$ cat src/hdl/pic_pkg.sv
// Package for the PI controller with integral separation.
// Holds widths, register codes, reset values and the configuration struct.
// No dependencies.
`default_nettype none

package pic_pkg;

  localparam int unsigned SAMPLE_W  = 16;
  localparam int unsigned ERR_W     = SAMPLE_W + 1;
  localparam int unsigned INTEG_W   = 32;
  localparam int unsigned GAIN_W    = 24;
  localparam int unsigned THRESH_W  = 16;
  localparam int unsigned FRAC_BITS = 16;
  localparam int unsigned DUTY_W    = 7;
  localparam int unsigned CFG_IDX_W = 2;
  localparam int unsigned CFG_DATA_W = GAIN_W;

  // product widths: signed value times gain with a zero sign bit added
  localparam int unsigned PPROD_W = ERR_W + GAIN_W + 1;
  localparam int unsigned IPROD_W = INTEG_W + GAIN_W + 1;
  localparam int unsigned SUM_W   = IPROD_W + 1;
  localparam int unsigned IPART_W = SUM_W - FRAC_BITS;

  localparam logic [DUTY_W-1:0]   DUTY_MAX         = 7'd100;
  localparam logic [GAIN_W-1:0]   PROP_GAIN_RST    = 24'd6554;
  localparam logic [GAIN_W-1:0]   INTEG_GAIN_RST   = 24'd983;
  localparam logic [THRESH_W-1:0] INTEG_THRESH_RST = 16'd300;

  typedef enum logic [CFG_IDX_W-1:0] {
    CFG_PROP_GAIN    = 2'd0,
    CFG_INTEG_GAIN   = 2'd1,
    CFG_INTEG_THRESH = 2'd2
  } cfg_idx_e;

  typedef struct packed {
    logic [GAIN_W-1:0]   prop_gain;
    logic [GAIN_W-1:0]   integ_gain;
    logic [THRESH_W-1:0] integ_threshold;
  } cfg_t;

endpackage

`default_nettype wire

$ cat src/hdl/pic_duty_clamp.sv
// Output logic: sum of terms, integer part and clamp to 0..100.
// Depends on pic_pkg.
`default_nettype none

module pic_duty_clamp (
  input  wire logic signed [pic_pkg::PPROD_W-1:0] p_term_i,
  input  wire logic signed [pic_pkg::IPROD_W-1:0] i_term_i,
  output logic [pic_pkg::DUTY_W-1:0]              duty_o,
  output logic                                    clamped_o
);
  import pic_pkg::*;

  logic signed [SUM_W-1:0] sum;
  logic [IPART_W-1:0]      int_part;

  assign sum      = SUM_W'(p_term_i) + SUM_W'(i_term_i);
  assign int_part = sum[SUM_W-1:FRAC_BITS];

  always_comb begin
    if (sum[SUM_W-1]) begin
      duty_o    = '0;
      clamped_o = 1'b1;
    end else if (int_part > IPART_W'(DUTY_MAX)) begin
      duty_o    = DUTY_MAX;
      clamped_o = 1'b1;
    end else begin
      duty_o    = int_part[DUTY_W-1:0];
      clamped_o = 1'b0;
    end
  end

endmodule

`default_nettype wire

$ cat config.mk
export PLATFORM = sky130hd
export DESIGN_NAME = pic_duty_clamp
export DESIGN_NICKNAME = d
export VERILOG_FILES = /design/src/hdl/pic_pkg.sv /design/src/hdl/pic_duty_clamp.sv
export SDC_FILE = /design/constraint.sdc
export NUM_CORES = 1
export LEC_CHECK = 0
export CAP_MARGIN = 20
export CORE_AREA = 2 2 103 105
export DETAILED_ROUTE_END_ITERATION = 6
export DIE_AREA = 0 0 105 107
export DONT_BUFFER_PORTS = 1
export SLEW_MARGIN = 20
export SYNTH_ARGS = -nofsm -noshare
export SYNTH_HDL_FRONTEND = slang
export SYNTH_SLANG_ARGS = --single-unit
$ cat constraint.sdc
create_clock -name vclk -period 4.6
set_clock_uncertainty 0.2 [all_clocks]
set_input_delay 0.23 -clock vclk [all_inputs]
set_output_delay 0.23 -clock vclk [all_outputs]
set_load 0.01 [all_outputs]
======== Word-level counts from Yosys, hierarchy flattened ========
Cells that the tools add are included.
cells by class
  order comparisons ....................... 1
  muxes and demuxes ....................... 4
  add/sub/neg operators ................... 1
operator list
  cell                 count
  $add 42x57->58       1
  $gt 42x7->1 const B  1
  $mux 7               2
  $mux 1               2
word-level totals
  logic and storage cells ................. 6
  output and inout bits ................... 8
  flip-flop bits (word level) ............. 0

======== Depth between registers and ports, before layout ========
  depth after elaboration ................. 4
  gate-level depth with buffers ........... 12
  depth with buffers taken out ............ 11

======== Worst setup path before layout ========
OpenSTA, ideal clock, no wires.
  kind .................................... input to output
  from .................................... in p_term_i[16] in the netlist's numbering
  to ...................................... out duty_o[0] in the netlist's numbering
  path slack .............................. 892 ps
  data required time ...................... 4170 ps
  data arrival time ....................... 3278 ps
  stages .................................. 12
  cells stage by stage .................... ha_1 -> clkbuf_1 -> nand2_1 -> nor4_1 -> o21ai_1 -> a31o_2 -> a21oi_1 -> xor2_1 -> or3_1 -> a2111o_1 -> or4_1 -> nor3_1
on the way
  longest elaborated chain between the ends .. 4
ends and longest elaborated chain
  what                RTL line              text
  from (decl)         pic_duty_clamp.sv:6   input wire logic signed [pic_pkg::PPROD_W-1:0] p_term_i,
  $add 42x57->58 (*)  pic_duty_clamp.sv:16  assign sum = SUM_W'(p_term_i) + SUM_W'(i_term_i);
  $gt 42x7->1         pic_duty_clamp.sv:23  end else if (int_part > IPART_W'(DUTY_MAX)) begin
  $mux 7              pic_duty_clamp.sv:23
  $mux 7 (*)          pic_duty_clamp.sv:20  if (sum[SUM_W-1]) begin
  to (decl)           pic_duty_clamp.sv:8   output logic [pic_pkg::DUTY_W-1:0] duty_o,
Every way passes the cells marked *; elsewhere a longest branch is shown, timed or not.

======== Worst setup path after layout ========
  from .................................... in p_term_i[13] in the netlist's numbering
  to ...................................... out duty_o[0] in the netlist's numbering
Same word-level chain as after synthesis.

==> flow_summary.json <==
{
  "critPathKind": "in -> out",
  "startpoint": "p_term_i[13]",
  "critPathCaptureType": "output pin",
  "setup_slack_ns": 0.293,
  "p_leak_nw": 1.46,
  "fin_crit_sh_pct": 93.6,
  "wl_mm": 16.1,
  "drv_slew": 0,
  "start_util_pct": 39.1,
  "port_buffers": 0,
  "hold_path_class": "in -> out",
  "status": "complete, no violations",
  "tns_ns": 0,
  "grt_pass1_wl_mm": 24.4,
  "seq_cells": 0,
  "post-synth-top-count-cell": "a21oi_1",
  "path_max_fanout": 6,
  "layout_min_cycle_time_ns": 4.31,
  "timing.slew.headroom_pct": 54.3,
  "grt_max_degree": 17,
  "startpoint_type": "primary input",
  "maxCapViolCount": 0,
  "avgSynthCellArea_um2": 6.33,
  "syn_inst": 623,
  "rows": 37,
  "yosysTopAreaCellShare_pct": 17.8,
  "antenna_cells": 0,
  "internal_power_mw": 0.208,
  "worstPathArrival_ns": 3.88,
  "syn-num-nets": 778,
  "pin_count": 107,
  "overflow": 0,
  "hp-start": "i_term_i[56]",
  "synth_area_leaders": "ha_1 18%, a21oi_1 11%, nand2_1 8.0%",
  "drive_gt1_share_pct": 5.03,
  "die_h_um": 107,
  "die_w_um": 105,
  "hold_buffers": 0,
  "fp.dieArea_mm2": 0.0112,
  "hold_end": "duty_o[6]",
  "setup_violations": 0,
  "synth_seq_area_share_pct": 0,
  "grt_use_total_pct": 26.9,
  "drtAntennaViolNets": 0,
  "ys_warn_count": 0,
  "pwr-share-comb_pct": 100.0,
  "syn_area_mm2": 0.00394,
  "worst_pin_slew_ns": 0.669,
  "synthTopCellsByCount": "86 x a21oi_1, 84 x nand2_1, 66 x nor2_1, 56 x ha_1, 41 x o21ai_0",
  "cts_setup_buffers": 0,
  "antenna_found_initial": 0,
  "pre_cts_ws_ns": 0.367,
  "dr.pass1.iters": 5,
  "min_path_cells": 4,
  "syn_to_final_growth_pct": 1.84,
  "max_freq_mhz": 232,
  "netSwitchingFraction_pct": 66.0,
  "fin_util_pct": 39.8,
  "rsz0062_at_grt": "false",
  "vias_per_cell": 6.92,
  "coreArea_mm2": 0.0101,
  "nClkBuffers": 0,
  "post_cts_resized": 0,
  "drt_iter0_drc": 631,
  "grt_pass1_vias": 4732,
  "clkPwrFrac_pct": 0,
  "power_density_mw_per_mm2": 152,
  "power_frac_seq_pct": 0,
  "p_switching_mw": 0.404,
  "wl_per_cell_um": 21.9,
  "drcViolationCount": 0,
  "hold_slack_ns": 0.743,
  "hold_violations": 0,
  "required_ns": 4.17,
  "synth_cell_types": 77,
  "vias": 5076,
  "place_hpwl_mm": 13.8,
  "nNetsFinal": 754,
  "regArea_um2": 0,
  "ir_drop_mv": 0.0586,
  "yosysTopAreaCell": "ha_1",
  "gp_congestion": 1.02
}
-- per-layer routing --
metal	part of all wire [%]	vias up	GRT usage [%]
li1	-	2361	-
met1	41	2344	33.6
met2	46	320	47.2
met3	8.8	51	3.28
met4	4.6	0	10.3
met5	0	-	0
-- through the flow --
stage | total power [mW] | instance area, um2 | std cells
3_3_place_gp | 0.598 | 4020 | 733
3_5_place_dp | 0.592 | 4020 | 733
6_report | 0.612 | 4020 | 733
2_1_floorplan | 0.437 | 3940 | 623
4_1_cts | 0.596 | 4020 | 733
5_1_grt | 0.664 | 4020 | 733
-- kinds of logic (layout without fill, tap and decap cells) --
group | count (synthesis) | in the layout | share of synthesized area, %
fa+ha+maj | 56 | 56 | 17.8
xor+xnor | 12 | 12 | 2.66
compound gates | 244 | 244 | 40.7
mux | 6 | 6 | 1.52
simple gates | 263 | 263 | 32.9
buf+inv | 42 | 16 | 4.47
-- layout by cell type, fill, tap and decap left out, types with 4 or more instances in the layout --
cell type / count
a211oi_1: 5
a21o_1: 12
a21oi_1: 86
a22oi_1: 4
a311oi_1: 4
a31oi_1: 7
and3_1: 8
buf_4: 5
ha_1: 56
inv_1: 11
mux2i_1: 6
nand2_1: 84
nand2b_1: 4
nand3_1: 13
nand4_1: 25
nor2_1: 66
nor3_1: 22
nor4_1: 8
o211ai_1: 7
o21a_1: 5
o21ai_0: 41
o21ai_1: 14
o21bai_1: 5
o31ai_1: 4
or2_2: 4
or3_1: 8
xnor2_1: 10
-- worst max-delay path, stage by stage --
cell and delay [ns]:
ha_1 0.40, nand4_4 0.21, nor4_1 0.50, o21ai_1 0.20, a31o_2 0.33, a21oi_1 0.32, xor2_1 0.10, or3_1 0.33
a2111o_1 0.38, or4_1 0.47, nor3_1 0.41
-- power groups by stage --
stage | combinational (mW) | clock [mW] | sequential (mW)
2_1_floorplan | 0.437 | 0 | 0
3_3_place_gp | 0.598 | 0 | 0
3_5_place_dp | 0.592 | 0 | 0
4_1_cts | 0.596 | 0 | 0
5_1_grt | 0.664 | 0 | 0
6_report | 0.612 | 0 | 0
-- final cells by class --
| type | count | area [um2] |
|---|---|---|
| fillers | 1160 | 6080 |
| multi-input cells | 581 | 3770 |
| well taps | 136 | 170 |
| inverters | 11 | 41.3 |
| repair buffers | 5 | 37.5 |
-- how the worst max path moves through the flow --
stage	endpoint	slack, ns	depth (start not counted)
finish	duty_o[0]	0.29	11
global route	duty_o[0]	0.04	11
CTS	duty_o[1]	0.36	11
detailed placement	duty_o[1]	0.37	11
global placement	duty_o[0]	0.40	11
floorplan	duty_o[0]	0.89	12
Note: power is estimated with default switching activity, not from simulation.
