===== config.mk =====
export PLATFORM = sky130hd
export DESIGN_NAME = pic_cfg_regs_flat
export DESIGN_NICKNAME = d
export VERILOG_FILES = /design/src/hdl/pic_pkg.sv /design/src/hdl/pic_if.sv /design/src/hdl/pic_cfg_regs.sv /design/src/flat_wrapper.sv
export SDC_FILE = /design/constraint.sdc
export NUM_CORES = 1
export LEC_CHECK = 0
export BUFFER_PORTS_ARGS = -buffer_cell sky130_fd_sc_hd__buf_2
export CORE_ASPECT_RATIO = 0.7
export CORE_MARGIN = 1
export CORE_UTILIZATION = 48
export DETAILED_ROUTE_END_ITERATION = 7
export PLACE_DENSITY = 0.79
export SYNTH_ARGS = -nofsm -noshare
export SYNTH_HDL_FRONTEND = slang
export SYNTH_SLANG_ARGS = --single-unit
export TNS_END_PERCENT = 20

===== constraint.sdc =====
create_clock -name clk_i -period 1.12 [get_ports clk_i]
set_clock_uncertainty 0.2 [all_clocks]
set_input_delay 0 -clock clk_i [delete_from_list [all_inputs] [get_ports clk_i]]
set_output_delay 0 -clock clk_i [all_outputs]
set_load 0.03 [all_outputs]

===== src/hdl/pic_pkg.sv =====
// Package for the PI controller with integral separation.
// Holds widths, register codes, reset values and the configuration struct.
// No dependencies.
`default_nettype none

package pic_pkg;

  localparam int unsigned SAMPLE_W  = 16;
  localparam int unsigned ERR_W     = SAMPLE_W + 1;
  localparam int unsigned INTEG_W   = 32;
  localparam int unsigned GAIN_W    = 24;
  localparam int unsigned THRESH_W  = 16;
  localparam int unsigned FRAC_BITS = 16;
  localparam int unsigned DUTY_W    = 7;
  localparam int unsigned CFG_IDX_W = 2;
  localparam int unsigned CFG_DATA_W = GAIN_W;

  // product widths: signed value times gain with a zero sign bit added
  localparam int unsigned PPROD_W = ERR_W + GAIN_W + 1;
  localparam int unsigned IPROD_W = INTEG_W + GAIN_W + 1;
  localparam int unsigned SUM_W   = IPROD_W + 1;
  localparam int unsigned IPART_W = SUM_W - FRAC_BITS;

  localparam logic [DUTY_W-1:0]   DUTY_MAX         = 7'd100;
  localparam logic [GAIN_W-1:0]   PROP_GAIN_RST    = 24'd6554;
  localparam logic [GAIN_W-1:0]   INTEG_GAIN_RST   = 24'd983;
  localparam logic [THRESH_W-1:0] INTEG_THRESH_RST = 16'd300;

  typedef enum logic [CFG_IDX_W-1:0] {
    CFG_PROP_GAIN    = 2'd0,
    CFG_INTEG_GAIN   = 2'd1,
    CFG_INTEG_THRESH = 2'd2
  } cfg_idx_e;

  typedef struct packed {
    logic [GAIN_W-1:0]   prop_gain;
    logic [GAIN_W-1:0]   integ_gain;
    logic [THRESH_W-1:0] integ_threshold;
  } cfg_t;

endpackage

`default_nettype wire


===== src/hdl/pic_if.sv =====
// Valid/ready channel interfaces for the PI controller: sample, result and
// configuration write. Depends on pic_pkg.
`default_nettype none


interface pic_cfg_if;
  logic                           valid;
  logic                           ready;
  logic [pic_pkg::CFG_IDX_W-1:0]  index;
  logic [pic_pkg::CFG_DATA_W-1:0] data;

  modport source (output valid, index, data, input ready);
  modport sink   (input valid, index, data, output ready);
endinterface

`default_nettype wire


===== src/hdl/pic_cfg_regs.sv =====
// Configuration register file: gains and integration threshold.
// Depends on pic_pkg and pic_cfg_if.
`default_nettype none

module pic_cfg_regs (
  input  wire logic      clk_i,
  input  wire logic      rst_ni,
  pic_cfg_if.sink        cfg_i,
  output pic_pkg::cfg_t  cfg_o
);
  import pic_pkg::*;

  cfg_t cfg_q, cfg_d;

  assign cfg_i.ready = 1'b1;

  always_comb begin
    cfg_d = cfg_q;
    if (cfg_i.valid) begin
      unique case (cfg_i.index)
        CFG_PROP_GAIN:    cfg_d.prop_gain       = cfg_i.data;
        CFG_INTEG_GAIN:   cfg_d.integ_gain      = cfg_i.data;
        CFG_INTEG_THRESH: cfg_d.integ_threshold = cfg_i.data[THRESH_W-1:0];
        default:          cfg_d = cfg_q; // unknown index, ignored
      endcase
    end
  end

  always_ff @(posedge clk_i or negedge rst_ni) begin
    if (!rst_ni) begin
      cfg_q.prop_gain       <= PROP_GAIN_RST;
      cfg_q.integ_gain      <= INTEG_GAIN_RST;
      cfg_q.integ_threshold <= INTEG_THRESH_RST;
    end else begin
      cfg_q <= cfg_d;
    end
  end

  assign cfg_o = cfg_q;

endmodule

`default_nettype wire


===== src/flat_wrapper.sv =====
// flat-port wrapper written by rule: the top's interface ports become plain ports
module pic_cfg_regs_flat import pic_pkg::*;
  (clk_i, rst_ni, cfg_o, cfg_i_valid, cfg_i_index, cfg_i_data, cfg_i_ready);
  pic_cfg_if cfg_i_i ();
  input  wire logic clk_i;
  input  wire logic rst_ni;
  output pic_pkg::cfg_t cfg_o;
  input wire logic [$bits(cfg_i_i.valid)-1:0] cfg_i_valid;
  input wire logic [$bits(cfg_i_i.index)-1:0] cfg_i_index;
  input wire logic [$bits(cfg_i_i.data)-1:0] cfg_i_data;
  output wire logic [$bits(cfg_i_i.ready)-1:0] cfg_i_ready;
  assign cfg_i_i.valid = cfg_i_valid;
  assign cfg_i_i.index = cfg_i_index;
  assign cfg_i_i.data = cfg_i_data;
  assign cfg_i_ready = cfg_i_i.ready;
  pic_cfg_regs u_core (.clk_i(clk_i), .rst_ni(rst_ni), .cfg_i(cfg_i_i), .cfg_o(cfg_o));
endmodule

* Yosys cells after proc, flatten, opt, wreduce, memory -nomap -nowiden
Cells that the tools add are included.
** Word-level totals
- Register bits :: 64
- Bits of input ports :: 29
- Output and inout port bits :: 65
- Word-level logic and storage cells :: 9
** Operators by class
- Equal/unequal tests :: 2
- Reduce and logical (&&, ||, !) cells :: 4
** Operators by type and width (count)
- $reduce_and A2 Y1 :: 3
- $eq A2 B1 Y1 const B :: 1
- $eq A2 B2 Y1 const B :: 1
- $logic_not A2 Y1 :: 1

* Depth between registers and ports, before layout
- Depth after elaboration :: 2
- Gate-level depth with buffers :: 3
- Depth with buffers taken out :: 2

* Worst setup path before layout
No wires, ideal clock.
- Path type :: in2reg
- Start point :: input cfg_i_index[1]
- End point :: register u_core.cfg_q (netlist bit u_core.cfg_o[46])
- Setup time :: 0.125 ns
- Arrival time :: 0.823 ns
- Data required time :: 0.795 ns
- Slack :: -0.028 ns
- Stages on the path :: 3
- Buffers on the path :: 1
- Cell sequence :: nor3b_4 -> buf_4 -> mux2_2
** Between the ends
- Cells in the longest elaborated chain, start to end :: 2
** Ends and longest elaborated chain
- from (decl) :: RTL line flat_wrapper.sv:9 : input wire logic [$bits(cfg_i_i.index)-1:0] cfg_i_index;
- $logic_not A2 Y1 :: RTL line pic_cfg_regs.sv:20 : unique case (cfg_i.index)
- $reduce_and A2 Y1 (no source line)
- to (signal assigned) :: RTL line pic_cfg_regs.sv:35 : cfg_q <= cfg_d;
- to (decl) :: RTL line pic_cfg_regs.sv:13 : cfg_t cfg_q, cfg_d;
Every way passes these cells.
A chain may end at the register's enable or synchronous reset.

* Worst setup path after layout
- Start point :: register u_core.cfg_q (netlist bit u_core.cfg_o[52])
- End point :: output cfg_o[52] (netlist bit)
** RTL lines
- to (decl) :: RTL line flat_wrapper.sv:7 : output pic_pkg::cfg_t cfg_o;
No word-level cell between the ends.

==> qor.yml <==
worst_setup_path:
  cpMaxStageDelayCell: "dfstp_2"
  crit_buf_inv: 1
  end_kind: "output port"
  path_cells: "buf_6"
  reg2reg_setup_slack_ns: 0.13
  r2r_end: "u_core.cfg_o[11]$_DFFE_PN0P_"
  worstSetupPathType: "reg -> out"
  critical_path_depth: 1
  critPathLaunchType: "register"
  crit_required_ns: 0.92
  critPathTopFamily: "flip-flops"
  critPathMaxStageDelay_ns: 0.55
  crit_start: "u_core.cfg_o[52]$_DFFE_PN1P_"
  crit_arrival_ns: 1.01
  ff2ff_path_depth: 1
  regToRegStartpoint: "u_core.cfg_o[11]$_DFFE_PN0P_"
  cp-endpoint: "cfg_o[52]"
  crit_fanout: 2
floorplan:
  dieWidth_um: 87.4
  ios: 94
  die_height_um: 61.8
  dieArea_um2: 5400
  num_rows: 21
  coreArea_um2: 4830
  initial_core_util: 0.507
place:
  io_buffers: 92
  place_hpwl_mm: 3.46
  routabilityCongestion: 0.685
  pre_cts_slack_ns: -0.132
route:
  top_layer_used: "met4"
  firstDrtPassIters: 4
  wl_met3_um: 278
  ant_nets: 0
  dr_total_vias: 1642
  via_per_inst: 4.77
  wire_per_inst_um: 15.5
  drt-met1-wl_mm: 2.24
  drt_iter0_markers: 43
  drcViolationCount: 0
  wl_met2_mm: 2.73
  wl_mm: 5.33
synth:
  synthXorXnorAreaFrac: 0
  postSynthAreaPerCell_um2: 17.8
  ys_types: 10
  syn_nets: 167
  synth_top_family_by_area: "multiplexers"
  synth-compound-area-share: 0
  synth_seq_area_share: 0.663
  synth-seq-cells: 64
  syn-instance-count: 138
  synth.area.mux_share: 0.294
  yosysWarnings: 0
  synth_simple_gate_area_frac: 0.0169
  synth_fa_ha_area_frac: 0
  syn_area_um2: 2450
timing:
  fmax_ghz: 0.824
  finalCritPeriodShare: 1.08
  rsz0062_at_grt: "true"
  min_period_ns: 1.21
  slew_violations: 0
  fin_hold_ws_ns: -0.00453
  setup_ws_ns: -0.0937
  setup_viol: 19
  timing.setup.tns_ns: -1.60
  finalHoldViolCount: 7
clocking:
  h-tree-depth: 3
  postCtsSetupRepairBufs: 0
  ctsHoldBuffers: 25
  insertion_delay_ns: 0.33
  cts_buffer_depth: 2
  clock-sinks: 64
  cts_tree: "yes"
  cts_root_buffer: "clkbuf_8"
  cts_made_buffers: 9
  path_clk_slew_ns: 0.07
pwr:
  p_leak_nw: 1.73
  switching_share: 0.320
  powerDensity_nw_per_um2: 2110
  irDropWorstVdd_uv: 1570
  p_int_mw: 5.35
  combPwrFrac: 0.299
  p_seq_frac: 0.397
  p_total_mw: 7.87
  switchingPower_mw: 2.52
  clkPwrFrac: 0.304
run_status:
  violations: "negative hold slack, negative setup slack"
  status: "finished, violations left"
global_route:
  grt_overflow: 0
  antenna_found_initial: 0
  grt_max_degree: 65
  grt_pass1_wl_mm: 8.08
  first_global_vias: 1702
  grt_util_all_layers: 0.215
final_layout:
  multi_input_area_um2: 766
  antenna_cells: 0
  largest_register_ffs: 64
  final_util: 0.772
  layout-drive-gt1-share: 0.738
  final-seq-area_um2: 1630
  nets: 299
  syn_to_final_growth_pct: 52.3
  fillers: 321
min_path:
  hold_path_class: "in -> async"
flow_run:
  cap_violations: 0
## power groups by stage
stage	clock network, mW	logic [mW]	registers [mW]
after floorplan	0	0.457	4.00
after global placement	0	2.00	3.08
after detailed placement	0	2.03	3.10
after CTS	2.43	2.34	3.11
after global routing	2.52	2.48	3.17
final	2.39	2.36	3.12
## cells in the final DEF (no fill, tap or decap)
master	count
clkinv_2	1
dfstp_2	19
nor3b_4	1
nand3b_2	2
bufinv_16	3
conb_1	1
clkbuf_8	9
clkinvlp_4	1
mux2_1	1
buf_2	60
clkinv_4	2
mux2_2	63
buf_6	32
buf_4	8
dlygate4sd3_1	25
buf_12	2
dfrtp_1	45
## how the worst min path moves through the flow
stage                                        end  slack, ns  cells past startpoint
floorplan            u_core.cfg_o[0]$_DFFE_PN0P_      -0.50                      0
global placement     u_core.cfg_o[0]$_DFFE_PN0P_      -0.16                      2
detailed placement   u_core.cfg_o[0]$_DFFE_PN0P_      -0.16                      2
CTS                 u_core.cfg_o[39]$_DFFE_PN0P_      -0.03                      4
global route        u_core.cfg_o[39]$_DFFE_PN0P_     -0.005                      4
finish              u_core.cfg_o[19]$_DFFE_PN0P_     -0.005                      3
## cell usage after synthesis, drive strengths merged
cell type	n	share of area
clkbuf	1	0.0056
dfrtp	45	0.46
mux2	64	0.29
nand3b	2	0.0092
nor3b	1	0.0077
conb	1	0.0015
dfstp	19	0.20
buf	5	0.018
## routing by layer
layer | track usage | vias up
met4 | 0.0726 | 0
li1 | - | 754
met5 | 0 | -
met2 | 0.366 | 50
met1 | 0.254 | 829
met3 | 0.0872 | 9
## kinds of logic after synthesis
logic type	after synthesis
buffers and inverters	6
muxes	64
other	1
and+or+nand+nor	3
DFF	64
## area by class of cell
type | count | share of cell area
clock inverters | 7 | 0.0322
multi-input cells | 68 | 0.205
flip-flops and latches | 64 | 0.435
well taps | 69 | 0.0231
repair buffers | 127 | 0.271
clock buffers | 9 | 0.0332
## metrics by stage
step | hold WS [ns] | cells | area, um^2
after detailed placement | -0.165 | 303 | 3040
after global routing | -0.00456 | 344 | 3730
final | -0.00453 | 344 | 3730
after global placement | -0.163 | 303 | 3040
after CTS | -0.0253 | 344 | 3710
after floorplan | -0.496 | 138 | 2460
## timing repair
item | in CTS | in global routing
hold endpoints to repair | 128 | 3
gates cloned | 0 | 0
gates resized for setup | 58 | 7
setup endpoints to repair | 31 | 63
No activity file was read; power rests on OpenSTA's default activity.
