File: config.mk
export PLATFORM = sky130hd
export DESIGN_NAME = pic_integrator
export DESIGN_NICKNAME = d
export VERILOG_FILES = /design/src/hdl/pic_pkg.sv /design/src/hdl/pic_integrator.sv
export SDC_FILE = /design/constraint.sdc
export NUM_CORES = 1
export LEC_CHECK = 0
export BUFFER_PORTS_ARGS = -buffer_cell sky130_fd_sc_hd__buf_2
export CORE_MARGIN = 2
export CORE_UTILIZATION = 25
export CTS_CLUSTER_DIAMETER = 40
export DETAILED_ROUTE_END_ITERATION = 8
export GPL_TIMING_DRIVEN = 0
export PLACE_DENSITY_LB_ADDON = 0.12
export SYNTH_ARGS = -nofsm -noshare
export SYNTH_HDL_FRONTEND = slang
export SYNTH_SLANG_ARGS = --single-unit
File: constraint.sdc
create_clock -name clk_i -period 5 [get_ports clk_i]
set_clock_uncertainty 0.15 [all_clocks]
set_input_delay 0.75 -clock clk_i [delete_from_list [all_inputs] [get_ports clk_i]]
set_output_delay 0.75 -clock clk_i [all_outputs]
set_load 0.05 [all_outputs]
File: src/hdl/pic_pkg.sv
// Package for the PI controller with integral separation.
// Holds widths, register codes, reset values and the configuration struct.
// No dependencies.
`default_nettype none

package pic_pkg;

  localparam int unsigned SAMPLE_W  = 16;
  localparam int unsigned ERR_W     = SAMPLE_W + 1;
  localparam int unsigned INTEG_W   = 32;
  localparam int unsigned GAIN_W    = 24;
  localparam int unsigned THRESH_W  = 16;
  localparam int unsigned FRAC_BITS = 16;
  localparam int unsigned DUTY_W    = 7;
  localparam int unsigned CFG_IDX_W = 2;
  localparam int unsigned CFG_DATA_W = GAIN_W;

  // product widths: signed value times gain with a zero sign bit added
  localparam int unsigned PPROD_W = ERR_W + GAIN_W + 1;
  localparam int unsigned IPROD_W = INTEG_W + GAIN_W + 1;
  localparam int unsigned SUM_W   = IPROD_W + 1;
  localparam int unsigned IPART_W = SUM_W - FRAC_BITS;

  localparam logic [DUTY_W-1:0]   DUTY_MAX         = 7'd100;
  localparam logic [GAIN_W-1:0]   PROP_GAIN_RST    = 24'd6554;
  localparam logic [GAIN_W-1:0]   INTEG_GAIN_RST   = 24'd983;
  localparam logic [THRESH_W-1:0] INTEG_THRESH_RST = 16'd300;

  typedef enum logic [CFG_IDX_W-1:0] {
    CFG_PROP_GAIN    = 2'd0,
    CFG_INTEG_GAIN   = 2'd1,
    CFG_INTEG_THRESH = 2'd2
  } cfg_idx_e;

  typedef struct packed {
    logic [GAIN_W-1:0]   prop_gain;
    logic [GAIN_W-1:0]   integ_gain;
    logic [THRESH_W-1:0] integ_threshold;
  } cfg_t;

endpackage

`default_nettype wire

File: src/hdl/pic_integrator.sv
// Error stage: error, separation test and saturating integral.
// Holds the running integral. Depends on pic_pkg.
`default_nettype none

module pic_integrator (
  input  wire logic                                clk_i,
  input  wire logic                                rst_ni,
  input  wire logic                                load_i,
  input  wire logic signed [pic_pkg::SAMPLE_W-1:0] target_i,
  input  wire logic signed [pic_pkg::SAMPLE_W-1:0] measured_i,
  input  wire logic [pic_pkg::THRESH_W-1:0]        threshold_i,
  output logic signed [pic_pkg::ERR_W-1:0]         err_o,
  output logic signed [pic_pkg::INTEG_W-1:0]       integral_o,
  output logic                                     integrating_o
);
  import pic_pkg::*;

  logic signed [ERR_W-1:0]   err;
  logic        [ERR_W-1:0]   abs_err;
  logic                      integ;
  logic signed [INTEG_W:0]   raw_sum;
  logic signed [INTEG_W-1:0] sat_sum;
  logic signed [INTEG_W-1:0] integral_q, integral_d;
  logic signed [ERR_W-1:0]   err_q;
  logic                      integ_q;

  assign err     = ERR_W'(measured_i) - ERR_W'(target_i);
  assign abs_err = err[ERR_W-1] ? ERR_W'(-err) : ERR_W'(err);
  assign integ   = abs_err <= ERR_W'(threshold_i);

  assign raw_sum = (INTEG_W+1)'(integral_q) + (INTEG_W+1)'(err);

  // overflow when the two top bits disagree: pin to the rail of that sign
  always_comb begin
    if (raw_sum[INTEG_W] != raw_sum[INTEG_W-1]) begin
      sat_sum = {raw_sum[INTEG_W], {(INTEG_W-1){~raw_sum[INTEG_W]}}};
    end else begin
      sat_sum = raw_sum[INTEG_W-1:0];
    end
    integral_d = integ ? sat_sum : integral_q;
  end

  always_ff @(posedge clk_i or negedge rst_ni) begin
    if (!rst_ni) begin
      integral_q <= '0;
    end else if (load_i) begin
      integral_q <= integral_d;
    end
  end

  always_ff @(posedge clk_i) begin
    if (load_i) begin
      err_q   <= err;
      integ_q <= integ;
    end
  end

  assign err_o         = err_q;
  assign integral_o    = integral_q;
  assign integrating_o = integ_q;

endmodule

`default_nettype wire

**Word-level counts from Yosys, hierarchy flattened**

Cells that the tools add are included.

- Reductions and logical operators: 1
- $add $sub $neg: 3
- Muxes and demuxes: 2
- $lt $le $gt $ge: 1
- Eq/ne operators: 1
- Bitwise logic cells: 1

Operators with widths:

| cell | number |
|---|---|
| 32-bit by 17-bit adder with 33-bit output | 1 |
| 32-bit two-way mux | 1 |
| 17-bit by 16-bit less-or-equal comparator with 1-bit output | 1 |
| 17-bit two-way mux | 1 |
| 17-bit negator | 1 |
| 16-bit by 16-bit subtractor with 17-bit output | 1 |
| 2-bit AND reduction | 1 |
| 1-bit inequality test | 1 |
| 1-bit inverter | 1 |

- Output and inout port bits: 50
- Register bits after elaboration: 50
- Input bits: 51
- Word-level logic and storage cells: 12

**Longest topological paths before layout**

- Depth in word-level cells: 5
- Mapped depth: 23
- Gate-level depth less buffers: 22

**Worst setup path before layout**

No wires, ideal clock.

- Path type: input -> register
- From: in measured_i[0] (netlist bit)
- To: reg integral_q[22], in the netlist integral_o[22]
- Setup time: 0.078 ns
- Data arrival time: 5.328 ns
- Path buffers: 2
- Setup slack: -0.555 ns
- Stages on the path: 20
- Data required time: 4.772 ns
- Cell sequence: inv_1 ha_1 fa_1 nand2b_1 a211o_1 a21oi_1 o21bai_1 a31oi_1 inv_1 ha_1 buf_2 a211oi_1 o22ai_1 a2111o_1 o21a_1 a221oi_1 mux2_2 buf_2 a31o_2 a21oi_1

- Longest elaborated chain between the ends: 5

Ends and longest elaborated chain:

| what | line | source |
|---|---|---|
| start: declaration | pic_integrator.sv:10 | `input wire logic signed [pic_pkg::SAMPLE_W-1:0] measured_i,` |
| 16-bit by 16-bit subtractor with 17-bit output * | pic_integrator.sv:27 | `assign err = ERR_W'(measured_i) - ERR_W'(target_i);` |
| via err[16] | pic_integrator.sv:18 | `logic signed [ERR_W-1:0] err;` |
| 17-bit negator | pic_integrator.sv:28 | `assign abs_err = err[ERR_W-1] ? ERR_W'(-err) : ERR_W'(err);` |
| 17-bit two-way mux | pic_integrator.sv:28 |  |
| 17-bit by 16-bit less-or-equal comparator with 1-bit output | pic_integrator.sv:29 | `assign integ = abs_err <= ERR_W'(threshold_i);` |
| 2-bit AND reduction (no source line) | - |  |
| end signal: assignment | pic_integrator.sv:47 | `integral_q <= integral_d;` |
| end: declaration | pic_integrator.sv:23 | `logic signed [INTEG_W-1:0] integral_q, integral_d;` |

The timed path passes the listed nets; every way through them passes the cells marked *.
A chain may end at the register's enable or synchronous reset.

**Worst setup path after layout**

- From: in measured_i[0] (netlist bit)
- To: reg integral_q[23], in the netlist integral_o[23]

Same word-level chain as after synthesis.

==> impl_metrics.py <==
metrics = {
    "global_route": {
        "antenna_found_initial": 0,
        "grtUsageMet2": 0.257,
        "grt_util_met1": 0.193,
        "grt_pass1_wl_um": 26600,
        "globalRoute.busiestLayer": "met2",
        "grt_use_met3": 0.0250,
        "grt_use_total": 0.150,
        "overflow": 0,
        "first_global_vias": 5190,
        "grt_max_degree": 33,
    },
    "synthesis": {
        "ys_ff_latch": 50,
        "synthMuxAreaShare": 0.0505,
        "synth_compound_area_frac": 0.255,
        "synth_top_area_frac": 0.153,
        "async_flop_share": 0.640,
        "synthXorXnorAreaFrac": 0.0757,
        "synth-edff-count": 18,
        "yosys_warnings": 0,
        "synth_top_family_by_area": "compound AO/OA/AOI/OAI gates",
        "yosysTopAreaCell": "ha_1",
        "synth-simple-area-share": 0.151,
        "synth_cell_types": 72,
        "synth.most_common_cell": "ha_1",
        "synthFlopType": "dfrtp_1",
        "postSynthAreaPerCell_um2": 8.64,
        "synthTopCellsByCount": "ha_1, a21oi_1, inv_1",
        "ys_seq_area_frac": 0.252,
        "synth_fa_ha_area_frac": 0.160,
        "synth_nets": 734,
        "syn_inst": 616,
        "syn_area_mm2": 0.00533,
        "ys_top_cells_by_area": "ha_1, dfrtp_1, edfxtp_1",
    },
    "floorplan": {
        "die_y_um": 150,
        "io_pins": 101,
        "rows": 53,
        "core_area_mm2": 0.0210,
        "die_w_um": 150,
        "dieArea_mm2": 0.0225,
        "initial_core_util": 0.254,
    },
    "timing": {
        "slew_headroom": 0.443,
        "fin_crit_ps": 5060,
        "holdWs_ps": 372,
        "setup_violations": 28,
        "post-route-period-util": 1.01,
        "hold_viol": 0,
        "final_max_slew_viol_count": 0,
        "tightest_slew_ps": 835,
        "setup_slack_ps": -63.1,
        "clock.fmax_mhz": 198,
        "rsz0062_at_grt": "yes",
    },
    "status": {
        "status": "finished, violations left",
        "violations": "setup timing",
    },
    "setup_path": {
        "worstSetupEndpointType": "flop",
        "crit_buf_inv": 4,
        "critPathSlowestCell": "a2111o_1",
        "path_cells": "buf_8, inv_12, ha_4, fa_2, nand2b_4, a211o_4, a21oi_4, buf_6, nor4_1, a211o_2, ha_4, a21oi_4, o21ai_2, a2111o_1, o21a_1, a221oi_4, mux2_4, buf_8, o31ai_4, mux2_4",
        "start_kind": "primary input",
        "critPathKind": "in2reg",
        "crit_family": "compound AO/OA/AOI/OAI gates",
        "critPathArrivalTime_ps": 5160,
        "slowest_delay_ps": 450,
        "worst-path-max-fanout": 6,
        "worstPathRequired_ps": 5100,
    },
    "final_layout": {
        "final_cells": 1033,
        "syn2layout_area_growth_pct": 42.1,
        "fillCellCount": 2200,
        "diodes": 0,
        "drive_gt1_frac": 0.380,
        "finalInstanceArea_mm2": 0.00757,
        "nNetsFinal": 875,
        "postLayoutCoreUtil": 0.361,
    },
    "clock_network": {
        "cts.sinks": 50,
        "clock_latency_ps": 310,
        "cts_tree": "built",
        "cts-htree-levels": 2,
        "cts.path.max_buffers": 2,
        "path_clk_slew_ps": 70,
        "cts_inserted_buffers": 5,
        "cts_root_buf": "clkbuf_16",
    },
    "pwr": {
        "vdd_ir_drop_max_v": 0.000352,
        "p_per_area_mw_per_mm2": 680,
        "p_leak_nw": 3.47,
    },
    "run": {
        "timing.max_cap.violations": 0,
    },
    "placement": {
        "placed_area_mm2": 0.00637,
        "place_ws_ps": -1070,
        "place_inst": 991,
        "gp_congestion": 0.837,
        "io_buffers": 100,
        "dp.final_hpwl_um": 12400,
    },
    "drt": {
        "vias": 5138,
        "viasPerCell": 4.97,
        "wl_um": 17500,
        "postRouteAntennaNets": 0,
        "wl_per_cell_um": 16.9,
        "drt_iter0_markers": 229,
        "drc": 0,
        "drt-pass1-iter-count": 4,
    },
    "hold_path": {
        "worstHoldPathType": "reg2reg",
    },
}
timing repair:
| action | 4_1_cts | 5_1_grt |
|---|---|---|
| setup endpoints to repair | 33 | 32 |
| hold buffers | 0 | 0 |
| pin swaps | 23 | 41 |
| resized for setup | 81 | 83 |
| buffers inserted | 20 | 19 |
| cloned | 4 | 2 |
logic make-up (layout without fill, tap and decap cells):
family / Yosys count / count (layout)
DFF: 50 / 50
muxes: 24 / 24
AOI/OAI and AO/OA: 202 / 202
and+or+nand+nor: 156 / 156
xor gates and xnor gates: 46 / 46
adders and majority gates: 67 / 67
buffers and inverters: 71 / 213
area by class of cell:
class                      instances  area (um2)  share of cell area
buffer                            11         150              0.0198
tap                              275         344              0.0455
clock buffer                       6         129              0.0170
clock inverter                     2        8.76             0.00116
timing repair inverter             2        17.5             0.00231
multi-input combinational        495        4450               0.588
inverter                          51         216              0.0286
timing repair buffer             141         912               0.121
sequential                        50        1340               0.177
metrics by stage:
step,power (mW),setup TNS [ps]
6_report,5.15,-729
5_1_grt,5.53,-5370
4_1_cts,4.71,-162
3_5_place_dp,3.96,-33420
3_3_place_gp,3.95,-33660
2_1_floorplan,3.27,-5440
registers in the layout, indices dropped and copies added (netlist names):
| signal | cells |
|---|---|
| err_o | 17 |
| integrating_o | 1 |
| integral_o | 32 |
power by group:
group          total, mW  leakage [nW]  switching, mW  internal [mW]
sequential         0.754         0.546          0.154          0.600
clock              0.356        0.0683          0.172          0.184
combinational       4.04          2.86           2.27           1.77
placed cells by master, fill, tap and decap left out, types with 5 or more instances in the layout:
| cell | synthesis | layout |
|---|---|---|
| buf_2 | 6 | 98 |
| inv_1 | 51 | 47 |
| ha_1 | 65 | 45 |
| a21oi_1 | 51 | 41 |
| nor2_1 | 38 | 36 |
| nand2_1 | 35 | 33 |
| buf_4 | 3 | 33 |
| dfrtp_1 | 32 | 32 |
| a21o_1 | 30 | 30 |
| mux2_4 | 0 | 22 |
| xor2_1 | 24 | 22 |
| xnor2_1 | 22 | 20 |
| edfxtp_1 | 18 | 18 |
| o21ai_2 | 0 | 15 |
| o21ai_0 | 38 | 13 |
| ha_4 | 0 | 13 |
| o21ai_1 | 2 | 12 |
| nor3_1 | 15 | 12 |
| nand3_1 | 12 | 12 |
| buf_6 | 2 | 9 |
| nor2b_1 | 9 | 8 |
| a211oi_2 | 1 | 7 |
| a31oi_1 | 9 | 7 |
| and2_1 | 8 | 7 |
| a21oi_2 | 0 | 7 |
| ha_2 | 0 | 7 |
| clkbuf_16 | 0 | 7 |
| buf_12 | 0 | 6 |
| nand2b_1 | 7 | 6 |
| and3_1 | 5 | 5 |
| o21a_1 | 6 | 5 |
final timing paths:
| path | slack (ps) | depth (start not counted) | to | start |
|---|---|---|---|---|
| worst max-delay path | -60 | 20 | integral_o[23]$_DFFE_PN0P_ | measured_i[0] |
| worst min-delay path | 370 | 2 | integral_o[31]$_DFFE_PN0P_ | integral_o[31]$_DFFE_PN0P_ |
| worst max register to register | 1240 | 12 | integral_o[19]$_DFFE_PN0P_ | integral_o[0]$_DFFE_PN0P_ |
| worst min register to register | 370 | 2 | integral_o[31]$_DFFE_PN0P_ | integral_o[31]$_DFFE_PN0P_ |
| max in group asynchronous | 3780 | 1 | integral_o[1]$_DFFE_PN0P_ | rst_ni |
| min in group asynchronous | 390 | 1 | integral_o[18]$_DFFE_PN0P_ | rst_ni |
routing by layer:
metal,wire (um),up-vias
li1,-,2552
met1,7970,2454
met2,8510,120
met3,842,12
met4,180,0
met5,0,-
worst reg2reg max path, delay by kind of cell (launching register included):
family,cells,cell delay [ps]
flip-flops,1,400
adder cells (fa/ha/maj),2,690
AO/OA/AOI/OAI,7,1660
buffers and inverters,1,160
multiplexers,2,590
Power figures use the tool's default switching activity.
